$ cat src/hw/rtl/psrl_pkg.sv
// Package for the per-source rate limiter: sizes, payload structs, verdict codes,
// configuration register indexes and the sequencer state type.
// No dependencies; every other file in hw/rtl refers to it by scoped names.
`timescale 1ns / 1ps
`default_nettype none

package psrl_pkg;

    // Number of tracked sources.
    localparam int ENTRIES = 16;
    localparam int IDX_W   = (ENTRIES > 1) ? $clog2(ENTRIES) : 1;

    // Decoupling queues on either side of the scanner.
    localparam int QDEPTH = 2;
    localparam int QPTR_W = 1;
    localparam int QCNT_W = 2;

    localparam int ADDR_W   = 32;
    localparam int TIME_W   = 32;
    localparam int WINDOW_W = 16;
    localparam int COUNT_W  = 8;

    localparam int CFG_IDX_W  = 1;
    localparam int CFG_DATA_W = 16;

    localparam logic [WINDOW_W-1:0] WINDOW_RESET = 16'd5;
    localparam logic [COUNT_W-1:0]  MAX_RESET    = 8'd3;
    localparam logic [COUNT_W-1:0]  COUNT_SAT    = 8'hFF;
    localparam logic [COUNT_W-1:0]  COUNT_ONE    = 8'd1;

    typedef enum logic [CFG_IDX_W-1:0] {
        CFG_WINDOW_SECONDS = 1'b0,
        CFG_MAX_COUNT      = 1'b1
    } t_cfg_index;

    typedef enum logic [2:0] {
        VERDICT_REJECTED  = 3'd0,
        VERDICT_COUNTED   = 3'd1,
        VERDICT_RESTARTED = 3'd2,
        VERDICT_NEW       = 3'd3,
        VERDICT_FULL      = 3'd4
    } t_verdict;

    typedef struct packed {
        logic [ADDR_W-1:0] source_address;
        logic [TIME_W-1:0] now_seconds;
    } t_in;

    typedef struct packed {
        logic     allowed;
        t_verdict verdict;
    } t_out;

    typedef enum logic [1:0] {
        ST_IDLE,
        ST_SCAN,
        ST_EVAL
    } t_back_state;

endpackage

`default_nettype wire

$ cat src/hw/rtl/psrl_front.sv
// Front end of the rate limiter: a short request queue that takes connection
// attempts from the push/full side and hands them to the table scanner.
// Depends on psrl_pkg.
`timescale 1ns / 1ps
`default_nettype none

module psrl_front (
    input  wire logic         i_clk,
    input  wire logic         i_rst_n,
    input  wire logic         push,
    output logic              full,
    input  psrl_pkg::t_in     i_attempt,
    output logic              o_item_valid,
    input  wire logic         i_item_ready,
    output psrl_pkg::t_in     o_item
);

    psrl_pkg::t_in                     r_mem [psrl_pkg::QDEPTH];
    logic [psrl_pkg::QPTR_W-1:0]       r_wp;
    logic [psrl_pkg::QPTR_W-1:0]       r_rp;
    logic [psrl_pkg::QCNT_W-1:0]       r_cnt;
    logic                              w_wr;
    logic                              w_rd;

    assign full         = (r_cnt == psrl_pkg::QCNT_W'(psrl_pkg::QDEPTH));
    assign o_item_valid = (r_cnt != '0);
    assign o_item       = r_mem[r_rp];
    assign w_wr         = push && !full;
    assign w_rd         = o_item_valid && i_item_ready;

    always_ff @(posedge i_clk) begin
        if (!i_rst_n) begin
            r_wp  <= '0;
            r_rp  <= '0;
            r_cnt <= '0;
        end else begin
            if (w_wr) begin
                r_wp <= r_wp + 1'b1;
            end
            if (w_rd) begin
                r_rp <= r_rp + 1'b1;
            end
            if (w_wr && !w_rd) begin
                r_cnt <= r_cnt + 1'b1;
            end else if (w_rd && !w_wr) begin
                r_cnt <= r_cnt - 1'b1;
            end
        end
    end

    always_ff @(posedge i_clk) begin
        if (w_wr) begin
            r_mem[r_wp] <= i_attempt;
        end
    end

endmodule

`default_nettype wire

$ cat src/hw/rtl/psrl_back.sv
// Back end of the rate limiter: configuration registers, the source table and
// the sequencer that scans it one slot a cycle and then applies the update.
// Depends on psrl_pkg.
`timescale 1ns / 1ps
`default_nettype none

module psrl_back (
    input  wire logic                            i_clk,
    input  wire logic                            i_rst_n,
    input  wire logic                            i_cfg_valid,
    output logic                                 o_cfg_ready,
    input  psrl_pkg::t_cfg_index                 i_cfg_index,
    input  wire logic [psrl_pkg::CFG_DATA_W-1:0] i_cfg_data,
    input  wire logic                            i_item_valid,
    output logic                                 o_item_ready,
    input  psrl_pkg::t_in                        i_item,
    output logic                                 o_res_valid,
    input  wire logic                            i_res_ready,
    output psrl_pkg::t_out                       o_res
);

    psrl_pkg::t_back_state                  r_state;
    psrl_pkg::t_back_state                  n_state;
    logic [psrl_pkg::IDX_W-1:0]             r_idx;
    logic [psrl_pkg::IDX_W-1:0]             n_idx;

    logic [psrl_pkg::WINDOW_W-1:0]          r_window;
    logic [psrl_pkg::COUNT_W-1:0]           r_max;

    logic [psrl_pkg::ENTRIES-1:0]           r_valid;
    logic [psrl_pkg::ADDR_W-1:0]            r_addr  [psrl_pkg::ENTRIES];
    logic [psrl_pkg::TIME_W-1:0]            r_start [psrl_pkg::ENTRIES];
    logic [psrl_pkg::COUNT_W-1:0]           r_count [psrl_pkg::ENTRIES];

    psrl_pkg::t_in                          r_item;
    logic                                   r_hit;
    logic                                   r_free;
    logic [psrl_pkg::IDX_W-1:0]             r_hit_idx;
    logic [psrl_pkg::IDX_W-1:0]             r_free_idx;
    logic [psrl_pkg::TIME_W-1:0]            r_hit_start;
    logic [psrl_pkg::COUNT_W-1:0]           r_hit_count;

    logic                                   w_take;
    logic                                   w_done;
    logic                                   w_last;
    logic                                   w_match;
    logic [psrl_pkg::TIME_W-1:0]            w_elapsed;
    logic                                   w_in_window;
    logic [psrl_pkg::COUNT_W-1:0]           w_count_inc;
    logic                                   w_reject;

    assign o_cfg_ready = 1'b1;
    assign w_last      = (r_idx == psrl_pkg::IDX_W'(psrl_pkg::ENTRIES - 1));
    assign w_match     = r_valid[r_idx] && (r_addr[r_idx] == r_item.source_address);

    // Decision for the slot found by the scan.
    assign w_elapsed   = r_item.now_seconds - r_hit_start;
    assign w_in_window = (w_elapsed < psrl_pkg::TIME_W'(r_window));
    assign w_count_inc = (r_hit_count == psrl_pkg::COUNT_SAT) ? r_hit_count
                                                               : r_hit_count + 1'b1;
    assign w_reject    = (w_count_inc > r_max);

    always_comb begin
        n_state      = r_state;
        n_idx        = r_idx;
        o_item_ready = 1'b0;
        o_res_valid  = 1'b0;
        o_res        = '{allowed: 1'b1, verdict: psrl_pkg::VERDICT_FULL};
        case (r_state)
            psrl_pkg::ST_IDLE: begin
                o_item_ready = 1'b1;
                if (i_item_valid) begin
                    n_state = psrl_pkg::ST_SCAN;
                    n_idx   = '0;
                end
            end
            psrl_pkg::ST_SCAN: begin
                if (w_last) begin
                    n_state = psrl_pkg::ST_EVAL;
                end else begin
                    n_idx = r_idx + 1'b1;
                end
            end
            psrl_pkg::ST_EVAL: begin
                o_res_valid = 1'b1;
                if (r_hit) begin
                    if (!w_in_window) begin
                        o_res.verdict = psrl_pkg::VERDICT_RESTARTED;
                    end else if (w_reject) begin
                        o_res.allowed = 1'b0;
                        o_res.verdict = psrl_pkg::VERDICT_REJECTED;
                    end else begin
                        o_res.verdict = psrl_pkg::VERDICT_COUNTED;
                    end
                end else if (r_free) begin
                    o_res.verdict = psrl_pkg::VERDICT_NEW;
                end
                if (i_res_ready) begin
                    n_state = psrl_pkg::ST_IDLE;
                end
            end
            default: begin
                n_state = psrl_pkg::ST_IDLE;
            end
        endcase
    end

    assign w_take = (r_state == psrl_pkg::ST_IDLE) && i_item_valid;
    assign w_done = (r_state == psrl_pkg::ST_EVAL) && i_res_ready;

    always_ff @(posedge i_clk) begin
        if (!i_rst_n) begin
            r_state  <= psrl_pkg::ST_IDLE;
            r_idx    <= '0;
            r_window <= psrl_pkg::WINDOW_RESET;
            r_max    <= psrl_pkg::MAX_RESET;
            r_valid  <= '0;
            r_hit    <= 1'b0;
            r_free   <= 1'b0;
        end else begin
            r_state <= n_state;
            r_idx   <= n_idx;
            if (i_cfg_valid) begin
                case (i_cfg_index)
                    psrl_pkg::CFG_WINDOW_SECONDS: r_window <= i_cfg_data;
                    psrl_pkg::CFG_MAX_COUNT:      r_max    <= i_cfg_data[psrl_pkg::COUNT_W-1:0];
                    default:                      r_max    <= r_max;
                endcase
            end
            if (w_take) begin
                r_hit  <= 1'b0;
                r_free <= 1'b0;
            end else if (r_state == psrl_pkg::ST_SCAN) begin
                if (!r_hit && w_match) begin
                    r_hit <= 1'b1;
                end
                if (!r_free && !r_valid[r_idx]) begin
                    r_free <= 1'b1;
                end
            end
            if (w_done && !r_hit && r_free) begin
                r_valid[r_free_idx] <= 1'b1;
            end
        end
    end

    // Scan captures and table writes; payload only, no reset needed.
    always_ff @(posedge i_clk) begin
        if (w_take) begin
            r_item <= i_item;
        end
        if (r_state == psrl_pkg::ST_SCAN) begin
            if (!r_hit && w_match) begin
                r_hit_idx   <= r_idx;
                r_hit_start <= r_start[r_idx];
                r_hit_count <= r_count[r_idx];
            end
            if (!r_free && !r_valid[r_idx]) begin
                r_free_idx <= r_idx;
            end
        end
        if (w_done) begin
            if (r_hit) begin
                if (w_in_window) begin
                    r_count[r_hit_idx] <= w_count_inc;
                end else begin
                    r_start[r_hit_idx] <= r_item.now_seconds;
                    r_count[r_hit_idx] <= psrl_pkg::COUNT_ONE;
                end
            end else if (r_free) begin
                r_addr[r_free_idx]  <= r_item.source_address;
                r_start[r_free_idx] <= r_item.now_seconds;
                r_count[r_free_idx] <= psrl_pkg::COUNT_ONE;
            end
        end
    end

    // A new source occupies exactly one more slot.
    a_new_fills_one: assert property (@(posedge i_clk) disable iff (!i_rst_n)
        (w_done && !r_hit && r_free) |=>
            ($countones(r_valid) == $past($countones(r_valid)) + 1))
        else $error("new entry did not take exactly one slot");

    // The table-full verdict is only given when every slot is in use.
    a_full_only_when_full: assert property (@(posedge i_clk) disable iff (!i_rst_n)
        (o_res_valid && o_res.verdict == psrl_pkg::VERDICT_FULL) |-> (&r_valid))
        else $error("table-full verdict with a free slot");

    // A found slot is a valid one that holds the requesting address.
    a_hit_consistent: assert property (@(posedge i_clk) disable iff (!i_rst_n)
        (r_state == psrl_pkg::ST_EVAL && r_hit) |->
            (r_valid[r_hit_idx] && r_addr[r_hit_idx] == r_item.source_address))
        else $error("matched slot does not hold the source");

    // The table only changes on completion of a request.
    a_valid_stable: assert property (@(posedge i_clk) disable iff (!i_rst_n)
        !w_done |=> $stable(r_valid))
        else $error("slot occupancy changed outside completion");

endmodule

`default_nettype wire

$ cat src/hw/rtl/psrl_resq.sv
// Result queue of the rate limiter: holds verdicts from the scanner until they
// are taken on the empty/pop side.
// Depends on psrl_pkg.
`timescale 1ns / 1ps
`default_nettype none

module psrl_resq (
    input  wire logic         i_clk,
    input  wire logic         i_rst_n,
    input  wire logic         i_res_valid,
    output logic              o_res_ready,
    input  psrl_pkg::t_out    i_res,
    output logic              empty,
    input  wire logic         pop,
    output psrl_pkg::t_out    o_result
);

    psrl_pkg::t_out                    r_mem [psrl_pkg::QDEPTH];
    logic [psrl_pkg::QPTR_W-1:0]       r_wp;
    logic [psrl_pkg::QPTR_W-1:0]       r_rp;
    logic [psrl_pkg::QCNT_W-1:0]       r_cnt;
    logic                              w_wr;
    logic                              w_rd;

    assign o_res_ready = (r_cnt != psrl_pkg::QCNT_W'(psrl_pkg::QDEPTH));
    assign empty       = (r_cnt == '0);
    assign o_result    = r_mem[r_rp];
    assign w_wr        = i_res_valid && o_res_ready;
    assign w_rd        = pop && !empty;

    always_ff @(posedge i_clk) begin
        if (!i_rst_n) begin
            r_wp  <= '0;
            r_rp  <= '0;
            r_cnt <= '0;
        end else begin
            if (w_wr) begin
                r_wp <= r_wp + 1'b1;
            end
            if (w_rd) begin
                r_rp <= r_rp + 1'b1;
            end
            if (w_wr && !w_rd) begin
                r_cnt <= r_cnt + 1'b1;
            end else if (w_rd && !w_wr) begin
                r_cnt <= r_cnt - 1'b1;
            end
        end
    end

    always_ff @(posedge i_clk) begin
        if (w_wr) begin
            r_mem[r_wp] <= i_res;
        end
    end

endmodule

`default_nettype wire

$ cat src/hw/rtl/per_source_rate_limiter_core.sv
// Per-source fixed-window rate limiter. Each request carries a source address and
// the current time in seconds; each produces one result: allowed plus a verdict
// (rejected, counted in window, window restarted, new entry, table full). The
// source table holds psrl_pkg::ENTRIES slots and is scanned one slot per clock.
// One request is in the scanner at a time; two-deep queues on the request and
// result sides let both neighbors run independently of the scan. The table is
// empty after reset with no clearing pass. Configuration registers (window
// length, maximum count) are written through the cfg channel, always ready, and
// should only be written while no request is outstanding.
// Depends on psrl_pkg, psrl_front, psrl_back and psrl_resq.
`timescale 1ns / 1ps
`default_nettype none

module per_source_rate_limiter_core (
    input  wire logic                            i_clk,
    input  wire logic                            i_rst_n,
    input  wire logic                            push,
    output logic                                 full,
    input  psrl_pkg::t_in                        i_attempt,
    output logic                                 empty,
    input  wire logic                            pop,
    output psrl_pkg::t_out                       o_result,
    input  wire logic                            i_cfg_valid,
    output logic                                 o_cfg_ready,
    input  psrl_pkg::t_cfg_index                 i_cfg_index,
    input  wire logic [psrl_pkg::CFG_DATA_W-1:0] i_cfg_data
);

    logic           w_item_valid;
    logic           w_item_ready;
    psrl_pkg::t_in  w_item;
    logic           w_res_valid;
    logic           w_res_ready;
    psrl_pkg::t_out w_res;

    psrl_front u_front (
        .i_clk        (i_clk),
        .i_rst_n      (i_rst_n),
        .push         (push),
        .full         (full),
        .i_attempt    (i_attempt),
        .o_item_valid (w_item_valid),
        .i_item_ready (w_item_ready),
        .o_item       (w_item)
    );

    psrl_back u_back (
        .i_clk        (i_clk),
        .i_rst_n      (i_rst_n),
        .i_cfg_valid  (i_cfg_valid),
        .o_cfg_ready  (o_cfg_ready),
        .i_cfg_index  (i_cfg_index),
        .i_cfg_data   (i_cfg_data),
        .i_item_valid (w_item_valid),
        .o_item_ready (w_item_ready),
        .i_item       (w_item),
        .o_res_valid  (w_res_valid),
        .i_res_ready  (w_res_ready),
        .o_res        (w_res)
    );

    psrl_resq u_resq (
        .i_clk       (i_clk),
        .i_rst_n     (i_rst_n),
        .i_res_valid (w_res_valid),
        .o_res_ready (w_res_ready),
        .i_res       (w_res),
        .empty       (empty),
        .pop         (pop),
        .o_result    (o_result)
    );

endmodule

`default_nettype wire

$ cat config.mk
export PLATFORM = sky130hd
export DESIGN_NAME = per_source_rate_limiter_core
export DESIGN_NICKNAME = d
export VERILOG_FILES = /design/src/hw/rtl/psrl_pkg.sv /design/src/hw/rtl/psrl_front.sv /design/src/hw/rtl/psrl_back.sv /design/src/hw/rtl/psrl_resq.sv /design/src/hw/rtl/per_source_rate_limiter_core.sv
export SDC_FILE = /design/constraint.sdc
export NUM_CORES = 1
export LEC_CHECK = 0
export BUFFER_PORTS_ARGS = -buffer_cell sky130_fd_sc_hd__buf_4
export CORE_MARGIN = 2
export CORE_UTILIZATION = 40
export CTS_BUF_LIST = sky130_fd_sc_hd__clkbuf_8
export CTS_CLUSTER_SIZE = 12
export DETAILED_ROUTE_END_ITERATION = 8
export GPL_TIMING_DRIVEN = 0
export PLACE_DENSITY = 0.55
export SLEW_MARGIN = 10
export SYNTH_ARGS = -nofsm -noshare
export SYNTH_HDL_FRONTEND = slang
export SYNTH_SLANG_ARGS = --single-unit
$ cat constraint.sdc
create_clock -name i_clk -period 8.7 [get_ports i_clk]
set_input_delay 0.435 -clock i_clk [delete_from_list [all_inputs] [get_ports i_clk]]
set_output_delay 0.435 -clock i_clk [all_outputs]
set_load 0.01 [all_outputs]
==> results of run 1 <==
cell usage after synthesis, types with 5 or more instances:
master                     instances  share of area
sky130_fd_sc_hd__inv_1            70         0.0046
sky130_fd_sc_hd__o21ai_0          25         0.0022
sky130_fd_sc_hd__nand4_1          19         0.0021
sky130_fd_sc_hd__ha_1             58          0.013
sky130_fd_sc_hd__a211oi_1          5        0.00065
sky130_fd_sc_hd__mux2i_1          15         0.0026
sky130_fd_sc_hd__xor2_1           34         0.0052
sky130_fd_sc_hd__mux4_2          358           0.14
sky130_fd_sc_hd__clkbuf_1         72         0.0047
sky130_fd_sc_hd__buf_2            26         0.0023
sky130_fd_sc_hd__o21a_1           35         0.0046
sky130_fd_sc_hd__nand2_1          96         0.0063
sky130_fd_sc_hd__a21boi_1          9         0.0012
sky130_fd_sc_hd__nor4_1           10         0.0011
sky130_fd_sc_hd__buf_4             6        0.00078
sky130_fd_sc_hd__edfxtp_1       1400           0.73
sky130_fd_sc_hd__nand3_1          22         0.0019
sky130_fd_sc_hd__o211ai_1          9         0.0012
sky130_fd_sc_hd__a31oi_1           7        0.00076
sky130_fd_sc_hd__a21boi_0         30         0.0039
sky130_fd_sc_hd__nor3_1           17         0.0015
sky130_fd_sc_hd__nor2b_1          12         0.0013
sky130_fd_sc_hd__and2_1           15         0.0016
sky130_fd_sc_hd__mux2_2           70          0.014
sky130_fd_sc_hd__nor2_1           94         0.0061
sky130_fd_sc_hd__dfxtp_1          61          0.021
sky130_fd_sc_hd__nand2b_1         13         0.0014
sky130_fd_sc_hd__xnor2_1          30         0.0046
sky130_fd_sc_hd__and4_1            8         0.0012
sky130_fd_sc_hd__a21oi_1          58         0.0050
sky130_fd_sc_hd__a21o_1           10         0.0013
sky130_fd_sc_hd__and3_1           11         0.0012
sky130_fd_sc_hd__buf_1            16         0.0010
sky130_fd_sc_hd__o21bai_1          6        0.00078
metrics by stage:
step / total power, uW / hold WS, ns / TNS (ns) / area [sq um] / worst slack, ns
2_1_floorplan: 11400 / 0.424 / 0 / 57700 / 2.61
3_3_place_gp: 12500 / 0.443 / -438.29 / 60700 / -2.07
6_report: 17900 / 0.121 / 0 / 67900 / 2.13
5_1_grt: 18700 / 0.0444 / 0 / 67900 / 1.70
3_5_place_dp: 12600 / 0.452 / 0 / 62700 / 2.18
4_1_cts: 18100 / 0.00766 / 0 / 67900 / 2.09
routing by layer:
layer	vias up	wire length, um
met5	-	0
met4	0	3740
met3	260	8040
met2	993	75400
met1	15600	59800
li1	12500	-
cell families (layout without fill, tap and decap cells):
logic type,after synthesis,after routing,synth area share
flip-flops,1461,1461,0.750
multiplexers,443,443,0.156
AND/OR/NAND/NOR,344,344,0.0296
AO/OA/AOI/OAI,232,232,0.0272
buffers and inverters,192,874,0.0137
XOR/XNOR,65,65,0.0100
adder cells (fa/ha/maj),59,59,0.0129
other,1,3,0.0000650
area by class of cell:
| type | instances | area (sq um) |
|---|---|---|
| clock buffers | 240 | 3300 |
| repair buffers | 266 | 3300 |
| plain buffers | 122 | 536 |
| well taps | 1903 | 2380 |
| flip-flops and latches | 1461 | 43300 |
| multi-input cells | 1144 | 13900 |
| fillers | 11900 | 75400 |
| diodes | 2 | 5.00 |
| inverters | 70 | 268 |
| clock inverters | 176 | 933 |
flip-flops by register name, indices dropped and copies added, names as in the netlist, 16 cells and up, named ones only:
register,flops
u_front.r_mem,128
u_back.r_count,128
u_back.r_valid,16
u_back.r_window,16
u_back.r_hit_start,32
u_back.r_start,512
u_back.r_item,64
u_back.r_addr,512
power by group through the flow:
stage | clock, uW | sequential, uW | combinational [uW]
CTS | 5510 | 9380 | 3170
global placement | 0 | 9470 | 3020
finish | 5370 | 9380 | 3130
global route | 5820 | 9460 | 3370
floorplan | 0 | 9240 | 2120
detailed placement | 0 | 9520 | 3120
path summary, 6_finish.rpt:
kind / startpoint / to / slack (ns) / cells past startpoint
setup / recovery: u_back.r_item[0] / u_back.r_start[0][17] / 2.13 / 21
hold / removal: i_rst_n / u_back.r_window[15] / 0.12 / 2
setup reg to reg: u_back.r_item[0] / u_back.r_start[0][17] / 2.13 / 21
hold reg to reg: u_back.r_valid[6] / u_back.r_valid[6] / 0.47 / 1
worst reg2reg max path, stage by stage (launching register included):
cell and delay [ns]:
sky130_fd_sc_hd__edfxtp_1 0.64, sky130_fd_sc_hd__inv_1 0.09, sky130_fd_sc_hd__ha_1 0.22, sky130_fd_sc_hd__fa_1 0.41, sky130_fd_sc_hd__nor2b_1 0.18, sky130_fd_sc_hd__o2111ai_1 0.24
sky130_fd_sc_hd__a21oi_1 0.38, sky130_fd_sc_hd__o21bai_1 0.25, sky130_fd_sc_hd__nand2_1 0.14, sky130_fd_sc_hd__xor2_1 0.20, sky130_fd_sc_hd__ha_1 0.29, sky130_fd_sc_hd__and3_1 0.15
sky130_fd_sc_hd__o21ai_0 0.34, sky130_fd_sc_hd__o21ai_0 0.16, sky130_fd_sc_hd__a211oi_1 0.25, sky130_fd_sc_hd__nand3_1 0.11, sky130_fd_sc_hd__nor4b_1 0.41, sky130_fd_sc_hd__nand4_1 0.16
sky130_fd_sc_hd__nor4_1 1.00, sky130_fd_sc_hd__a211oi_4 0.24, sky130_fd_sc_hd__buf_8 0.24, sky130_fd_sc_hd__buf_8 0.18
placed cells by master, fill, tap and decap left out, types with 15 or more instances in the layout:
cell and count:
sky130_fd_sc_hd__a21boi_0 24, sky130_fd_sc_hd__a21boi_4 15, sky130_fd_sc_hd__a21oi_1 58, sky130_fd_sc_hd__and2_1 15, sky130_fd_sc_hd__buf_12 25, sky130_fd_sc_hd__buf_16 34
sky130_fd_sc_hd__buf_2 27, sky130_fd_sc_hd__buf_4 108, sky130_fd_sc_hd__clkbuf_1 69, sky130_fd_sc_hd__clkbuf_8 240, sky130_fd_sc_hd__clkinv_1 64, sky130_fd_sc_hd__clkinv_2 31
sky130_fd_sc_hd__dfxtp_1 61, sky130_fd_sc_hd__dlygate4sd3_1 89, sky130_fd_sc_hd__edfxtp_1 1400, sky130_fd_sc_hd__ha_1 58, sky130_fd_sc_hd__inv_1 130, sky130_fd_sc_hd__mux2_2 70
sky130_fd_sc_hd__mux2i_1 15, sky130_fd_sc_hd__mux4_2 358, sky130_fd_sc_hd__nand2_1 96, sky130_fd_sc_hd__nand3_1 22, sky130_fd_sc_hd__nand4_1 19, sky130_fd_sc_hd__nor2_1 81
sky130_fd_sc_hd__o21a_1 35, sky130_fd_sc_hd__o21ai_0 25, sky130_fd_sc_hd__xnor2_1 30, sky130_fd_sc_hd__xor2_1 34
timing repair:
item / in CTS / in global routing
hold buffers: 89 / 0
endpoints found under the hold margin: 155 / 0
buffers inserted: 0 / 0
==> metrics.cfg, run 1 <==
[run_status]
run_status=complete, no violations

[clocking]
cts_resized=0
cts_buffers=232
h-tree-depth=4
clock_latency_ns=0.95
clockBufferDepth=3
cts_num_sinks=1461
tritoncts=yes
clock_tree.root_cell=sky130_fd_sc_hd__clkbuf_8
cts.clk_slew.worst_paths_ns=0.06

[setup_path]
critPathKind=flop to flop
timing.critical_path.slowest_cell_delay_ns=1.00
critical_path_peak_fanout=17
worstPathBufferInverterCount=3
critPathSlowestCell=sky130_fd_sc_hd__nor4_1
start_kind=flop
required_ns=9.36
cp_top_family=simple AND/OR/NAND/NOR gates
setup_crit_end_kind=flop
worst-endpoint-arrival_ns=7.23
critical_path.cell_chain=inv_1 -> ha_1 -> fa_1 -> nor2b_1 -> o2111ai_1 -> a21oi_1 -> o21bai_1 -> nand2_1 -> xor2_1 -> ha_1 -> and3_1 -> o21ai_0 -> o21ai_0 -> a211oi_1 -> nand3_1 -> nor4b_1 -> nand4_1 -> nor4_1 -> a211oi_4 -> buf_8 -> buf_8

[synth]
synthesis.nets=2942
syn_std_cell_area_sq_um=57700
yosysSeqAreaShare=0.750
ys_async_sr_fraction=0
syn_area_per_cell_sq_um=20.6
yosys_register_bits=1461
ys_flop_type=sky130_fd_sc_hd__edfxtp_1
warnings_synthesis=0
synthesis.instances=2797
synth.lib_cells_used.distinct=71
synth_edf_count=1400

[timing]
layout_skew_ns=0.0585
setup_viol=0
period_minus_slack_ns=6.57
timing_worst_slew_pin_value_ns=1.30
timing_hold_violations_final=0
slew-limit-headroom=0.132
final.period_utilization=0.756
slew_viol_final=0
fmaxAchievable_mhz=152
rsz_0062_raised_after_global_routing=false

[global_route]
wire_length_of_the_first_global_routing_pass_um=211000
gr-max-usage-layer=met2
initial_antenna_violation_count=4
grt.met1_usage=0.258
vias_in_the_first_global_route=31200
met3_usage=0.0347
track_usage=0.201
grt_start_max_net_pins=54
grt.met2_usage=0.348
grt-ovfl-total=0

[placed_design]
dp_hpwl_um=98100
place.detailed.instances=4876
place.gp.congestion=0.869
buffer_ports.inserted=90

[floorplan]
floorplan.die.height_um=384
io-pin-count=93
core_area_sq_um=143000
start_util=0.402
die_w_um=384
std_cell_rows=139
area_of_the_die_sq_um=147000

[drt]
totalWireLength_um=147000
wl_per_cell_um=27.3
ant_nets=0
drt_drc_violations_left=0
routed_via_density=5.46
detail_route.iter0.violations=2342
first_pass_iters=7
vias=29400

[finish]
stdcell_count=5384
final_nets=3442
drive_gt1_frac=0.284
final_core_utilization=0.474
synthToLayoutAreaGrowth_pct=17.8

[pwr]
share_seq_of_total_power=0.525
intPower_uw=12700
static-leakage-power_uw=0.0217
combPwrFrac=0.175
total_switching_power_uw=5130
ir_drop_mv=0.180
swShare=0.287
power_density_nw_per_um2=263
clkPwrFrac=0.300

[flow_run]
max_cap_viol_count=0

[min_path]
holdCritPathClass=primary input to flop

(Power assumes the default switching activity.)
==> run 2, diff against run 1 <==
Clock period 8.7 ns to 6.2 ns, I/O delays scaled along.
==> run 2 against run 1 <==
Compared with the run above: combinational power grew 44%; maximum frequency grew 12%; register-to-register slack worse by 1.8 ns; flip-flop and latch count unchanged; routed wire length is 0.36% higher; critical path type unchanged; via count rose by 0.33%; largest power group unchanged; core utilization rose by 0.17 points; largest cell class unchanged; total power is 41% higher; count of clock-buffer cells in the layout unchanged.
==> metrics.cfg, run 2 (synthesis results as in run 1) <==
[setup_path]
critPathKind=flop to flop
setup_crit_end_kind=flop
required_ns=6.87  ; -2.49 ns
critical_path_peak_fanout=17  ; unchanged
worst-endpoint-arrival_ns=6.52  ; -0.71 ns
start_kind=flop

[finish]
drive_gt1_frac=0.285  ; +0.00169
synthToLayoutAreaGrowth_pct=18.2
leading_registers_by_flop_count=u_back.r_addr x512, u_back.r_start x512
layout_commonest_cell=sky130_fd_sc_hd__edfxtp_1
layout.cells.most_common_list=sky130_fd_sc_hd__edfxtp_1, sky130_fd_sc_hd__mux4_2, sky130_fd_sc_hd__clkbuf_8, sky130_fd_sc_hd__inv_1, sky130_fd_sc_hd__buf_4
nFillCells=11900  ; -0.10%
final_nets=3467  ; +0.73%

[clocking]
clockBufferDepth=3  ; unchanged
cts_buffers=232  ; unchanged
tritoncts=yes
clock_tree.root_cell=sky130_fd_sc_hd__clkbuf_8
h-tree-depth=4  ; unchanged
cts.clk_slew.worst_paths_ns=0.06  ; about the same
cts_num_sinks=1461  ; unchanged
clock_latency_ns=0.95  ; about the same

[global_route]
track_usage=0.201  ; +0.000327
grt-ovfl-total=0  ; unchanged
vias_in_the_first_global_route=31300  ; +0.22%
grt_start_max_net_pins=54  ; unchanged
wire_length_of_the_first_global_routing_pass_um=212000  ; +0.19%
initial_antenna_violation_count=4  ; unchanged

[placed_design]
place.gp.congestion=0.869  ; unchanged
dp_hpwl_um=98100  ; unchanged
buffer_ports.inserted=90  ; unchanged

[timing]
setup_viol=0  ; unchanged
timing_worst_slew_pin_value_ns=1.29  ; -0.00980 ns
slew_viol_final=0  ; unchanged
slew-limit-headroom=0.139  ; +0.00653
rsz_0062_raised_after_global_routing=false
final.period_utilization=0.944  ; +0.188
layout_skew_ns=0.0574  ; -0.00103 ns
period_minus_slack_ns=5.85  ; -0.723 ns
fmaxAchievable_mhz=171  ; +12%
timing_hold_violations_final=0  ; unchanged
timing.hold.ws_ns=0.108  ; -0.0131 ns

[flow_run]
max_cap_viol_count=0  ; unchanged

[floorplan]
floorplan.die.height_um=384  ; unchanged
area_of_the_die_sq_um=147000  ; unchanged
io-pin-count=93  ; unchanged
core_area_sq_um=143000  ; unchanged
die_w_um=384  ; unchanged
std_cell_rows=139  ; unchanged
start_util=0.402  ; unchanged

[pwr]
ir_drop_mv=0.254  ; +41%
finalPower_uw=25100  ; +41%
power_density_nw_per_um2=369  ; +40%
static-leakage-power_uw=0.0218  ; +0.52%

[drt]
vias=29500  ; +0.33%
drt_drc_violations_left=0  ; unchanged
routed_via_density=5.45  ; -0.16%
first_pass_iters=7  ; unchanged
detail_route.iter0.violations=2405  ; +2.7%
wl_per_cell_um=27.3  ; -0.12%
ant_nets=0  ; unchanged
totalWireLength_um=148000  ; +0.36%

[run_status]
run_status=complete, no violations

[min_path]
holdCritPathClass=primary input to flop

==> run 2: changes by cell type in the layout (fill, tap and decap cells not counted), sizes merged <==
cell / before / now
dlygate4sd3: 89 / 102
diode: 2 / 3
buf: 225 / 237
==> run 2: layout make-up <==
| type | instances | area, sq um | share of cell area |
|---|---|---|---|
| multi-input combinational | 1144 | 13900 | 0.204 |
| timing repair buffer | 291 | 3520 | 0.0516 |
| tap | 1903 | 2380 | 0.0349 |
| antenna | 3 | 7.51 | 0.000110 |
| clock inverter | 176 | 933 | 0.0137 |
| clock buffer | 240 | 3300 | 0.0485 |
| buffer | 122 | 538 | 0.00790 |
| inverter | 70 | 268 | 0.00393 |
| sequential | 1461 | 43300 | 0.635 |
==> run 2: worst max-delay path, stage by stage, from the launching register on <==
cell and delay, ns:
sky130_fd_sc_hd__edfxtp_1 0.71, sky130_fd_sc_hd__ha_1 0.40, sky130_fd_sc_hd__o211ai_1 0.11, sky130_fd_sc_hd__a21oi_1 0.09
sky130_fd_sc_hd__or2_2 0.33, sky130_fd_sc_hd__a31oi_1 0.27, sky130_fd_sc_hd__o21bai_1 0.09, sky130_fd_sc_hd__a21oi_1 0.20
sky130_fd_sc_hd__xnor2_1 0.22, sky130_fd_sc_hd__ha_1 0.32, sky130_fd_sc_hd__a21oi_1 0.14, sky130_fd_sc_hd__o21ai_0 0.10
sky130_fd_sc_hd__o31ai_1 0.67, sky130_fd_sc_hd__nand3_1 0.15, sky130_fd_sc_hd__nor4b_1 0.45, sky130_fd_sc_hd__nand4_1 0.21
sky130_fd_sc_hd__nor4_4 0.51, sky130_fd_sc_hd__a211oi_4 0.18, sky130_fd_sc_hd__buf_8 0.23, sky130_fd_sc_hd__buf_8 0.17
==> run 2: layer usage <==
metal | global-route usage | share of wire
met3 | 0.0347 | 0.057
met4 | 0.0609 | 0.023
met5 | 0 | 0
met2 | 0.349 | 0.51
met1 | 0.259 | 0.41
==> run 2: report_power, final <==
group          total, uW  leakage [uW]  switching, uW  internal, uW
clock               7530       0.00241           3790          3740
sequential         13100        0.0131            904         12200
combinational       4500       0.00623           2540          1970
==> run 2: through the flow <==
step / setup slack, ns / cells / area, sq um / util / TNS [ns]
floorplan: 0.111 / 2797 / 57700 / - / 0
global placement: -4.57 / 4790 / 60700 / 0.424 / -2073.75
detailed placement: -0.321 / 4876 / 62700 / 0.438 / -16.94
CTS: 0.104 / 5395 / 68000 / 0.475 / 0
global route: 0.0261 / 5409 / 68100 / 0.476 / 0
finish: 0.349 / 5410 / 68100 / 0.476 / 0
==> run 2: final timing paths <==
check,from,endpoint,slack [ns],depth (start not counted)
max reg2reg,u_back.r_item[3],u_back.r_start[0][17],0.35,19
min,i_attempt[49],u_front.r_mem[1][49],0.11,2
min reg2reg,u_back.r_valid[6],u_back.r_valid[6],0.46,1
max,u_back.r_item[3],u_back.r_start[0][17],0.35,19
==> run 2: what timing repair did <==
item	4_1_cts	5_1_grt
buffers inserted	1	11
endpoints found under the hold margin	175	0
gates resized for setup	4	0
pin swaps	1	0
endpoints found under the setup margin	253	523
hold buffers	102	0
